**src/rtl/kcdt_pkg.sv**
```systemverilog
// Shared types and constants for the keyed countdown timer table.
// No dependencies; imported by kcdt_eval and the top-level core.
`default_nettype none

package kcdt_pkg;

  localparam int TABLE_DEPTH_DEF = 16;

  localparam int KIND_W = 2;
  localparam int ID_W   = 16;
  localparam int CNT_W  = 16;
  localparam int STEP_W = 8;
  localparam int ENTRY_W = ID_W + CNT_W;

  localparam logic [KIND_W-1:0] KIND_START = 2'd0;
  localparam logic [KIND_W-1:0] KIND_STOP  = 2'd1;
  localparam logic [KIND_W-1:0] KIND_QUERY = 2'd2;
  localparam logic [KIND_W-1:0] KIND_TICK  = 2'd3;

  // Per-entry verdict from the shared compare/subtract unit.
  typedef struct packed {
    logic             expired;  // remaining at or below step
    logic             match;    // entry id equals search key
    logic [CNT_W-1:0] dec;      // remaining minus step, valid when not expired
  } entry_eval_t;

endpackage

`default_nettype wire

```
**src/rtl/keyed_countdown_timer_table_core.sv**
```systemverilog
// Keyed countdown timer table, top level: sequencer walking the entry RAM.
// Depends on kcdt_pkg, kcdt_ram, kcdt_eval.
//
//  channel  | handshake            | payload
//  ---------+----------------------+------------------------------------------
//  command  | start / busy         | kind, timer_id, duration, step_size
//  result   | result_valid strobe  | result_kind, result_id, remaining, found,
//           |                      | table_full, last
//
// Start commands never raise busy. Stop, query and tick walk the table once
// through the RAM read port, one entry per cycle, with registered read data
// and a closing step that issues the final result, if any.
// Results leave one per cycle.
// rst is synchronous; the table comes out of reset empty, with no RAM clear.
// Results cannot be stalled; the strobe lasts exactly one cycle.
`default_nettype none

module keyed_countdown_timer_table_core
  import kcdt_pkg::*;
#(
  parameter int TABLE_DEPTH = TABLE_DEPTH_DEF
) (
  input  wire logic              clk,
  input  wire logic              rst,
  input  wire logic              start,
  output logic                   busy,
  input  wire logic [KIND_W-1:0] kind,
  input  wire logic [ID_W-1:0]   timer_id,
  input  wire logic [CNT_W-1:0]  duration,
  input  wire logic [STEP_W-1:0] step_size,
  output logic                   result_valid,
  output logic [KIND_W-1:0]      result_kind,
  output logic [ID_W-1:0]        result_id,
  output logic [CNT_W-1:0]       remaining,
  output logic                   found,
  output logic                   table_full,
  output logic                   last
);

  localparam int CW = $clog2(TABLE_DEPTH + 1);
  localparam int AW = (TABLE_DEPTH > 1) ? $clog2(TABLE_DEPTH) : 1;
  localparam logic [CW-1:0] DEPTH_C = CW'(TABLE_DEPTH);

  localparam logic S_IDLE = 1'b0;
  localparam logic S_WALK = 1'b1;

  // control
  logic              state, state_next;
  logic [CW-1:0]     count, count_next;
  logic [CW-1:0]     rd_idx, rd_idx_next;
  logic [CW-1:0]     wr_idx, wr_idx_next;
  logic              rd_pend, rd_pend_next;
  logic              hit, hit_next;
  logic              pend_valid, pend_valid_next;
  logic              res_valid_next;
  // payload
  logic [KIND_W-1:0] op, op_next;
  logic [ID_W-1:0]   key, key_next;
  logic [STEP_W-1:0] step, step_next;
  logic [CNT_W-1:0]  hit_rem, hit_rem_next;
  logic [ID_W-1:0]   pend_id, pend_id_next;
  logic [KIND_W-1:0] res_kind_next;
  logic [ID_W-1:0]   res_id_next;
  logic [CNT_W-1:0]  res_rem_next;
  logic              res_found_next, res_full_next, res_last_next;

  // RAM port
  logic               ram_we, ram_re;
  logic [AW-1:0]      ram_waddr, ram_raddr;
  logic [ENTRY_W-1:0] ram_wdata, ram_rdata;
  entry_eval_t        eval;
  logic               keep;

  kcdt_ram #(
    .WIDTH(ENTRY_W),
    .DEPTH(TABLE_DEPTH),
    .AW   (AW)
  ) u_ram (
    .clk  (clk),
    .we   (ram_we),
    .waddr(ram_waddr),
    .wdata(ram_wdata),
    .re   (ram_re),
    .raddr(ram_raddr),
    .rdata(ram_rdata)
  );

  kcdt_eval u_eval (
    .entry_id (ram_rdata[ENTRY_W-1:CNT_W]),
    .entry_rem(ram_rdata[CNT_W-1:0]),
    .key      (key),
    .step     (step),
    .eval     (eval)
  );

  assign busy = (state == S_WALK);

  always_comb begin
    state_next      = state;
    count_next      = count;
    rd_idx_next     = rd_idx;
    wr_idx_next     = wr_idx;
    rd_pend_next    = 1'b0;
    hit_next        = hit;
    pend_valid_next = pend_valid;
    op_next         = op;
    key_next        = key;
    step_next       = step;
    hit_rem_next    = hit_rem;
    pend_id_next    = pend_id;
    res_valid_next  = 1'b0;
    res_kind_next   = op;
    res_id_next     = key;
    res_rem_next    = '0;
    res_found_next  = 1'b0;
    res_full_next   = 1'b0;
    res_last_next   = 1'b0;
    ram_we          = 1'b0;
    ram_waddr       = wr_idx[AW-1:0];
    ram_wdata       = {ram_rdata[ENTRY_W-1:CNT_W], ram_rdata[CNT_W-1:0]};
    ram_re          = 1'b0;
    ram_raddr       = rd_idx[AW-1:0];
    keep            = 1'b1;

    unique case (state)
      S_IDLE: begin
        if (start) begin
          if (kind == KIND_START) begin
            res_valid_next = 1'b1;
            res_kind_next  = KIND_START;
            res_id_next    = timer_id;
            res_last_next  = 1'b1;
            if (count >= DEPTH_C) begin
              res_full_next = 1'b1;
            end else begin
              ram_we     = 1'b1;
              ram_waddr  = count[AW-1:0];
              ram_wdata  = {timer_id, duration};
              count_next = count + 1'b1;
            end
          end else begin
            op_next         = kind;
            key_next        = timer_id;
            step_next       = step_size;
            rd_idx_next     = '0;
            wr_idx_next     = '0;
            hit_next        = 1'b0;
            pend_valid_next = 1'b0;
            state_next      = S_WALK;
          end
        end
      end

      S_WALK: begin
        if (rd_idx < count) begin
          ram_re       = 1'b1;
          rd_idx_next  = rd_idx + 1'b1;
          rd_pend_next = 1'b1;
        end

        if (rd_pend) begin
          // Compaction: for stop and tick, kept entries are rewritten at wr_idx, behind the read.
          priority case (op)
            KIND_TICK: begin
              keep      = !eval.expired;
              ram_wdata = {ram_rdata[ENTRY_W-1:CNT_W], eval.dec};
              if (eval.expired) begin
                // expiry is reported one behind so the final one can carry last
                if (pend_valid) begin
                  res_valid_next = 1'b1;
                  res_kind_next  = KIND_TICK;
                  res_id_next    = pend_id;
                end
                pend_valid_next = 1'b1;
                pend_id_next    = ram_rdata[ENTRY_W-1:CNT_W];
              end
            end
            default: begin
              if (eval.match && !hit) begin
                hit_next     = 1'b1;
                hit_rem_next = ram_rdata[CNT_W-1:0];
                keep         = (op == KIND_QUERY);
              end
            end
          endcase
          if (keep) begin
            ram_we      = (op != KIND_QUERY);
            wr_idx_next = wr_idx + 1'b1;
          end
        end else if (rd_idx == count) begin
          state_next = S_IDLE;
          count_next = wr_idx;
          if (op == KIND_TICK) begin
            res_valid_next = pend_valid;
            res_kind_next  = KIND_TICK;
            res_id_next    = pend_id;
            res_last_next  = 1'b1;
          end else begin
            res_valid_next = 1'b1;
            res_found_next = hit;
            res_rem_next   = hit ? hit_rem : '0;
            res_last_next  = 1'b1;
          end
        end
      end

      default: begin
        state_next = S_IDLE;
      end
    endcase
  end

  always_ff @(posedge clk) begin
    if (rst) begin
      state        <= S_IDLE;
      count        <= '0;
      rd_idx       <= '0;
      wr_idx       <= '0;
      rd_pend      <= 1'b0;
      hit          <= 1'b0;
      pend_valid   <= 1'b0;
      result_valid <= 1'b0;
    end else begin
      state        <= state_next;
      count        <= count_next;
      rd_idx       <= rd_idx_next;
      wr_idx       <= wr_idx_next;
      rd_pend      <= rd_pend_next;
      hit          <= hit_next;
      pend_valid   <= pend_valid_next;
      result_valid <= res_valid_next;
    end
  end

  always_ff @(posedge clk) begin
    op          <= op_next;
    key         <= key_next;
    step        <= step_next;
    hit_rem     <= hit_rem_next;
    pend_id     <= pend_id_next;
    result_kind <= res_kind_next;
    result_id   <= res_id_next;
    remaining   <= res_rem_next;
    found       <= res_found_next;
    table_full  <= res_full_next;
    last        <= res_last_next;
  end

  a_count_bound: assert property (@(posedge clk) disable iff (rst)
    count <= DEPTH_C)
    else $error("entry count above table depth");

  a_write_behind_read: assert property (@(posedge clk) disable iff (rst)
    wr_idx <= rd_idx)
    else $error("compaction write index passed read index");

  a_pend_only_walk: assert property (@(posedge clk) disable iff (rst)
    rd_pend |-> state == S_WALK)
    else $error("read data pending outside a walk");

  a_walk_starts: assert property (@(posedge clk) disable iff (rst)
    (start && !busy && kind != KIND_START) |=> busy)
    else $error("table walk command did not raise busy");

  a_walk_ends_last: assert property (@(posedge clk) disable iff (rst)
    (state == S_WALK && state_next == S_IDLE && op != KIND_TICK) |=>
      (result_valid && last))
    else $error("stop or query walk ended without a final answer");

endmodule

`default_nettype wire

```
**src/rtl/kcdt_ram.sv**
```systemverilog
// Generic single-write, single-read RAM with registered read data.
// No dependencies.
`default_nettype none

module kcdt_ram #(
  parameter int WIDTH = 32,
  parameter int DEPTH = 16,
  parameter int AW    = (DEPTH > 1) ? $clog2(DEPTH) : 1
) (
  input  wire logic             clk,
  input  wire logic             we,
  input  wire logic [AW-1:0]    waddr,
  input  wire logic [WIDTH-1:0] wdata,
  input  wire logic             re,
  input  wire logic [AW-1:0]    raddr,
  output logic      [WIDTH-1:0] rdata
);

  logic [WIDTH-1:0] mem [DEPTH];

  always_ff @(posedge clk) begin
    if (we) begin
      mem[waddr] <= wdata;
    end
    if (re) begin
      rdata <= mem[raddr];
    end
  end

endmodule

`default_nettype wire

```
**src/rtl/kcdt_eval.sv**
```systemverilog
// Shared compare/subtract unit: judges one table entry per cycle.
// Depends on kcdt_pkg.
`default_nettype none

module kcdt_eval
  import kcdt_pkg::*;
(
  input  wire logic [ID_W-1:0]   entry_id,
  input  wire logic [CNT_W-1:0]  entry_rem,
  input  wire logic [ID_W-1:0]   key,
  input  wire logic [STEP_W-1:0] step,
  output entry_eval_t            eval
);

  logic [CNT_W:0] diff;

  // One subtractor: borrow or zero result means the timer runs out.
  assign diff = {1'b0, entry_rem} - {{(CNT_W + 1 - STEP_W){1'b0}}, step};

  always_comb begin
    eval.expired = diff[CNT_W] || (diff[CNT_W-1:0] == '0);
    eval.match   = (entry_id == key);
    eval.dec     = diff[CNT_W-1:0];
  end

endmodule

`default_nettype wire

```
**config.mk**
```make
export PLATFORM = sky130hd
export DESIGN_NAME = keyed_countdown_timer_table_core
export DESIGN_NICKNAME = d
export VERILOG_FILES = /design/src/rtl/kcdt_pkg.sv /design/src/rtl/keyed_countdown_timer_table_core.sv /design/src/rtl/kcdt_ram.sv /design/src/rtl/kcdt_eval.sv
export SDC_FILE = /design/constraint.sdc
export NUM_CORES = 1
export LEC_CHECK = 0
export ABC_CLOCK_PERIOD_IN_PS = 6200
export BUFFER_PORTS_ARGS = -buffer_cell sky130_fd_sc_hd__buf_2
export CELL_PAD_IN_SITES_DETAIL_PLACEMENT = 1
export CELL_PAD_IN_SITES_GLOBAL_PLACEMENT = 2
export CORE_UTILIZATION = 48
export CTS_CLUSTER_DIAMETER = 80
export CTS_CLUSTER_SIZE = 14
export DETAILED_ROUTE_END_ITERATION = 8
export GPL_TIMING_DRIVEN = 1
export PLACE_DENSITY_LB_ADDON = 0.1
export SLEW_MARGIN = 25
export SYNTH_ARGS = -nofsm -noshare
export SYNTH_HDL_FRONTEND = slang
export SYNTH_SLANG_ARGS = --single-unit
```
**constraint.sdc**
```tcl
create_clock -name clk -period 6.2 [get_ports clk]
set_input_delay 1.24 -clock clk [delete_from_list [all_inputs] [get_ports clk]]
set_output_delay 1.24 -clock clk [all_outputs]
set_load 0.03 [all_outputs]
```
==> results of run 1 <==
## power by group
part	total, uW	switching [uW]	internal (uW)
Sequential	5000	44.0	4960
Combinational	603	388	215
Clock	3100	1510	1590
## per-stage QoR
step / cell area [um^2] / utilization, % / setup slack [ps] / std cells / hold WS [ps]
2_1_floorplan: 26400 / - / 1440 / 1364 / 420
3_3_place_gp: 27700 / 51.3 / 1640 / 2094 / 429
3_5_place_dp: 28100 / 51.9 / 1600 / 2108 / 429
4_1_cts: 29600 / 54.7 / 1560 / 2185 / 444
5_1_grt: 29800 / 55.0 / 1250 / 2191 / 466
6_report: 29800 / 55.0 / 1490 / 2191 / 441
## metal layers
metal  routed length (um)  GRT usage [%]
met1                29700           34.8
met2                26900           31.9
met3                 3490           4.29
met4                  861           4.25
met5                    0              0
## cells in the mapped netlist, drive strengths merged (16+ instances only)
library cell	number	area, um^2
a211oi	16	125
dfxtp	57	1140
buf	22	115
xor2	23	201
and2	22	138
nor2	55	206
mux4	160	3600
nand2	31	116
mux2	18	203
mux2i	59	591
a21oi	23	115
clkbuf	53	199
o21ai	40	200
ha	17	213
edfxtp	602	18100
o22a	18	158
inv	20	75.1
## sequential cells by signal, indices dropped and copies added (netlist names), 2 cells and up
name and cells:
rd_idx 5, step 8, u_ram.mem 512, count 5
pend_id 16, result_id 16, result_kind 2, key 16
hit_rem 16, remaining 16, wr_idx 5, u_ram.rdata 32
op 2
## layout make-up
class,instances,area [um^2]
clock buffers,74,1430
flip-flops and latches,659,19200
well taps,696,871
repair buffers,129,1140
clock inverters,3,52.6
inverters,20,75.1
fillers,4750,24400
multi-input cells,610,6950
## cell families after synthesis
group                    synth area share [%]
flip-flops                               72.8
XOR/XNOR                                 1.13
multiplexers                             16.6
adder cells (fa/ha/maj)                 0.881
buffers and inverters                    1.47
AO/OA/AOI/OAI                            3.52
AND/OR/NAND/NOR                          3.60
## worst max path at each step
stage,endpoint,slack [ps],from
floorplan,u_ram.mem[0][0],1440,kind[1]
global placement,u_ram.mem[14][4],1640,u_ram.rdata[0]
detailed placement,u_ram.mem[10][19],1600,u_ram.rdata[0]
CTS,u_ram.mem[10][28],1560,u_ram.rdata[0]
global route,u_ram.mem[10][19],1250,u_ram.rdata[0]
finish,u_ram.mem[10][19],1490,u_ram.rdata[0]
## cells in the final DEF, fill, tap and decap left out, types with 22 or more instances in the layout
cell type	netlist	routed
edfxtp_1	602	602
and2_1	22	22
o21ai_0	22	22
a21oi_1	23	22
mux4_2	160	160
xor2_1	23	23
nor2_1	55	37
mux2i_1	59	59
nand2_1	31	31
clkbuf_16	0	54
buf_2	1	83
dfxtp_1	57	52
buf_4	0	25
## worst max-delay path: stages (launching register included)
cell and delay (ps):
edfxtp_1 370, inv_1 70, ha_1 200, fa_1 510, nor4bb_1 260, o211ai_1 150
a211o_1 290, a221o_1 290, a2111oi_4 240, nand2_1 80, o21ai_1 760, o32a_1 630
nor2_4 180, buf_8 230, buf_16 160
==> out/metrics.yaml, run 1 <==
status: "finished, final reports clean"
cellLeakagePower_uw: 0.00925
drv_cap: 0
worst_slew_pin_slew_ps: 1020
post_cts_resized: 0
synth_warnings: 0
htreeDepth: 2
hpwl_um: 40000
hold_class: "reg2reg"
slew_viol_final: 0
floorplan.rows: 85
rsz0062_at_grt: "no"
wire_per_inst_um: 27.8
syn_area_per_cell_um2: 19.4
syn_area_mm2: 0.0264
slew_headroom_pct: 32.1
grt_usage_pct: 22.0
antenna_left: 0
r2r_cells: 14
synthToLayoutAreaGrowth_pct: 12.6
r2r_start: "u_ram.rdata[0]"
worstSkewPairLatency_ps: 620
grt_pass1_wl_um: 90100
r2r_end: "u_ram.mem[10][19]"
cts_tree: "done"
cp-end-kind: "register"
max_freq_mhz: 212
cts_sinks: 659
via_count: 13200
period_share_pct: 75.9
cts_buffers: 53
power_uw: 8710
first_pass_iters: 5
drc: 0
overflow: 0
ys_async_sr_fraction_pct: 0
gp_congestion: 0.787
start_util_pct: 48.8
drive_gt1_share_pct: 26.6
synth_nets: 1427
coreArea_mm2: 0.0541
fin_crit_ps: 4710
die_w_um: 237
die_h_um: 237
grt_max_degree: 114
final_hold_viol_count: 0
dieArea_mm2: 0.0560
fin_setup_tns_ps: 0
synth_cell_type_count: 63
drtIter0Drc: 1267
fin_nets: 1536
cp_data_required_time_ps: 6560
numPortBuffers: 83
pin_count: 84
critPathMaxFanout: 14
holdPathStages: 1
diodes: 0
setup_viol_count_final: 0
synthCells: 1364
post_drt_via_cell_ratio: 6.02
synth_seq_area_share_pct: 72.8
antenna_found_initial: 3
rrSetupSlack_ps: 1490
cts_setup_buffers: 0
powerDensity_mw_per_mm2: 293
crit_type: "reg2reg"
crit_arrival_ps: 5070
wirelength_um: 60900
cts_hold_buf: 0
grt_pass1_vias: 13700
start_kind: "register"
yosys_register_bits: 659
ys.flop_type: "edfxtp_1"
cts_max_path_buffers: 3
synth_enable_flop_cells: 602
skew_ps: 35.0
hold_end: "remaining[4]"
cts_root_buffer: "clkbuf_16"
ir_drop_mv: 0.194
worst_hold_startpoint: "hit_rem[4]"
path_clk_slew_ps: 70
(Power assumes the default switching activity.)
==> run 2: changes to the inputs <==
ABC_AREA = 1   (was unset)
ABC_CLOCK_PERIOD_IN_PS = 4350   (was 6200)
CORE_UTILIZATION = 43   (was 48)
clock period = 4.35 ns   (was 6.2 ns; I/O delays follow)
==> run 2 against run 1 <==
Clock skew is 18 ps lower. Combinational power grew to 3.0 times the previous value. Sequential share of layout area is 2.0 points lower. Sequential cell count stayed put. Critical path type unchanged. Critical path depth is 6 higher. Design area is 3.1% higher. Highest routed layer unchanged. Utilization is 6.2 points lower. Synthesized cell count is 66% higher. Die area is 15% higher. Non-clock buffer count is 13 higher. Setup slack worse by 840 ps. Global-route usage is 0.91 points higher.
==> out/metrics.yaml, run 2 <==
overflow: 0
synthAdderAreaFrac_pct: 0.852
worst_slew_pin_slew_ps: 1050
synth_nets: 2326
start_kind: "register"
crit_path_cell_trace: "inv_1 -> ha_1 -> fa_1 -> inv_1 -> nand2_1 -> nand2_1 -> nand3_2 -> nand2_2 -> nand2_2 -> nand3_1 -> nand2_1 -> nand3_1 -> nor2_2 -> nand2_2 -> nand3_1 -> nand2_1 -> nand2_2 -> buf_4 -> a21oi_4 -> buf_12"
fin_area_mm2: 0.0307
final_cell_mix: "edfxtp_1 (602), nor2_1 (348), nand2_1 (300)"
crit_path_start: "u_ram.rdata[0]"
p_switching_uw: 3630
hold_end: "step[7]"
drv_cap: 0
synth_warnings: 0
grt_pass1_wl_um: 111000
post_cts_resized: 0
final_hold_viol_count: 0
cp-end-kind: "register"
slew_viol_final: 0
final_common_cell: "edfxtp_1"
synth_seq_area_share_pct: 70.4
htreeDepth: 2
met2_usage_pct: 35.3
rsz0062_at_grt: "no"
dieArea_mm2: 0.0645
fin_nets: 2400
drc: 0
place_area_mm2: 0.0291
cts_sinks: 659
synth_simple_gate_area_share_pct: 12.4
synthXorXnorAreaFrac_pct: 0.289
cts_tree: "done"
gp_congestion: 0.811
numPortBuffers: 83
skew_ps: 16.8
worstSkewPairLatency_ps: 620
fin_setup_tns_ps: 0
path_clk_slew_ps: 70
cts_setup_buffers: 0
antenna_found_initial: 0
holdPathStages: 1
syn_area_per_cell_um2: 12.1
grt-busiest-layer: "met2"
rrSetupSlack_ps: 650
synth-compound-area-share_pct: 10.3
synth_enable_flop_cells: 602
grt_pass1_vias: 18200
die_w_um: 254
first_pass_iters: 5
period_share_pct: 85.0
cts_max_path_buffers: 3
pin_count: 84
grtUsageMet1_pct: 34.2
synth_commonest_cells: "edfxtp_1 (602), nor2_1 (349), nand2_1 (300)"
cts_root_buffer: "clkbuf_16"
status: "finished, final reports clean"
critical-path-top-delay-family: "simple AND/OR/NAND/NOR gates"
yosys_register_bits: 659
combPwrFrac_pct: 13.3
drive_gt1_share_pct: 11.5
ys_top_cells_by_area: "edfxtp_1 (66%), nor2_1 (4.8%), dfxtp_1 (4.2%), nand2_1 (4.1%), o21ai_0 (3.6%)"
hpwl_um: 46400
largest_register_ffs: 512
largestRegisters: "u_ram.mem: 512 flops, u_ram.rdata: 32 flops"
cellLeakagePower_uw: 0.0105
power_frac_clock_pct: 33.1
antenna_left: 0
slew_headroom_pct: 29.9
top_register: "u_ram.mem"
drtIter0Drc: 1425
r2r_end: "u_ram.mem[6][14]"
ir_drop_mv: 0.331
synthMuxAreaShare_pct: 2.02
intPower_uw: 10100
crit_type: "reg2reg"
floorplan.rows: 92
critPathMaxFanout: 32
post_drt_via_cell_ratio: 5.55
cts_buffers: 54
cts_hold_buf: 0
syn_area_mm2: 0.0273
via_count: 17800
worst_hold_startpoint: "step_size[7]"
hold_class: "in2reg"
synth_most_common_cell: "edfxtp_1"
max_freq_mhz: 270
powerDensity_mw_per_mm2: 448
ys.flop_type: "edfxtp_1"
synthToLayoutAreaGrowth_pct: 12.3
r2r_start: "u_ram.rdata[0]"
r2r_cells: 20
synth_top_area_cell: "edfxtp_1"
p_sw_share_pct: 26.4
synth_top_area_share_pct: 66.2
grt_max_degree: 194
crit_arrival_ps: 3990
critical-path-slowest-cell: "fa_1"
fin_crit_ps: 3700
start_util_pct: 43.4
die_h_um: 254
grt_usage_pct: 22.9
synthCells: 2263
wire_per_inst_um: 23.0
cp_data_required_time_ps: 4640
setup_viol_count_final: 0
coreArea_mm2: 0.0629
power_uw: 13700
synth_cell_type_count: 47
met3_usage_pct: 3.11
crit_buf_inv: 4
diodes: 0
seqPwrFrac_pct: 53.6
synth_top_family_by_area: "simple AND/OR/NAND/NOR gates"
wirelength_um: 73600
cpPeakStageDelay_ps: 390
ys_async_sr_fraction_pct: 0
run 2: worst reg2reg max path, cell delays in order (launching register included):
cell and delay [ps]:
edfxtp_1 370, inv_1 70, ha_1 210, fa_1 390, inv_1 130, nand2_1 70, nand2_1 120, nand3_2 100
nand2_2 80, nand2_2 80, nand3_1 100, nand2_1 60, nand3_1 80, nor2_2 50, nand2_2 120, nand3_1 120
nand2_1 100, nand2_2 330, buf_4 350, a21oi_4 160, buf_12 270
run 2: cell families after synthesis:
family | count (synthesis)
AOI/OAI and AO/OA | 442
xor gates and xnor gates | 9
adders and majority gates | 18
buffers and inverters | 262
DFF | 659
muxes | 55
and+or+nand+nor | 818
run 2: through the flow:
step           util, %  worst slack (ps)  cells  hold WS [ps]
2_1_floorplan        -               153   2263           426
3_3_place_gp      46.3               586   3126           434
3_5_place_dp      46.3               495   3126           442
4_1_cts           48.8               623   3205           385
5_1_grt           48.8               387   3206           385
6_report          48.8               653   3206           424
run 2: layout make-up:
type / instances / area, um^2
clock inverters: 6 / 95.1
multi-input cells: 1342 / 7260
repair buffers: 142 / 1070
inverters: 138 / 523
well taps: 846 / 1060
flip-flops and latches: 659 / 19200
clock buffers: 73 / 1440
fillers: 6483 / 32200
run 2: worst max-delay path by stage:
stage / end / slack [ps] / depth (start not counted)
after global routing: u_ram.mem[6][15] / 390 / 20
after CTS: u_ram.mem[6][14] / 620 / 20
after floorplan: u_ram.mem[6][0] / 150 / 13
after detailed placement: u_ram.mem[15][12] / 500 / 12
final: u_ram.mem[6][14] / 650 / 20
after global placement: u_ram.mem[14][15] / 590 / 14
run 2: power groups by stage:
stage | Sequential, uW | Combinational, uW | Clock [uW]
final | 7360 | 1820 | 4550
after global routing | 7370 | 2000 | 4870
after CTS | 7360 | 1830 | 4690
after detailed placement | 7500 | 1820 | 0
after global placement | 7490 | 1770 | 0
after floorplan | 7530 | 1040 | 0
run 2: metal layers:
metal / part of all wire [%] / routed length (um)
met5: 0 / 0
met4: 1.9 / 1410
met3: 4.2 / 3120
met2: 45 / 33200
met1: 49 / 35900
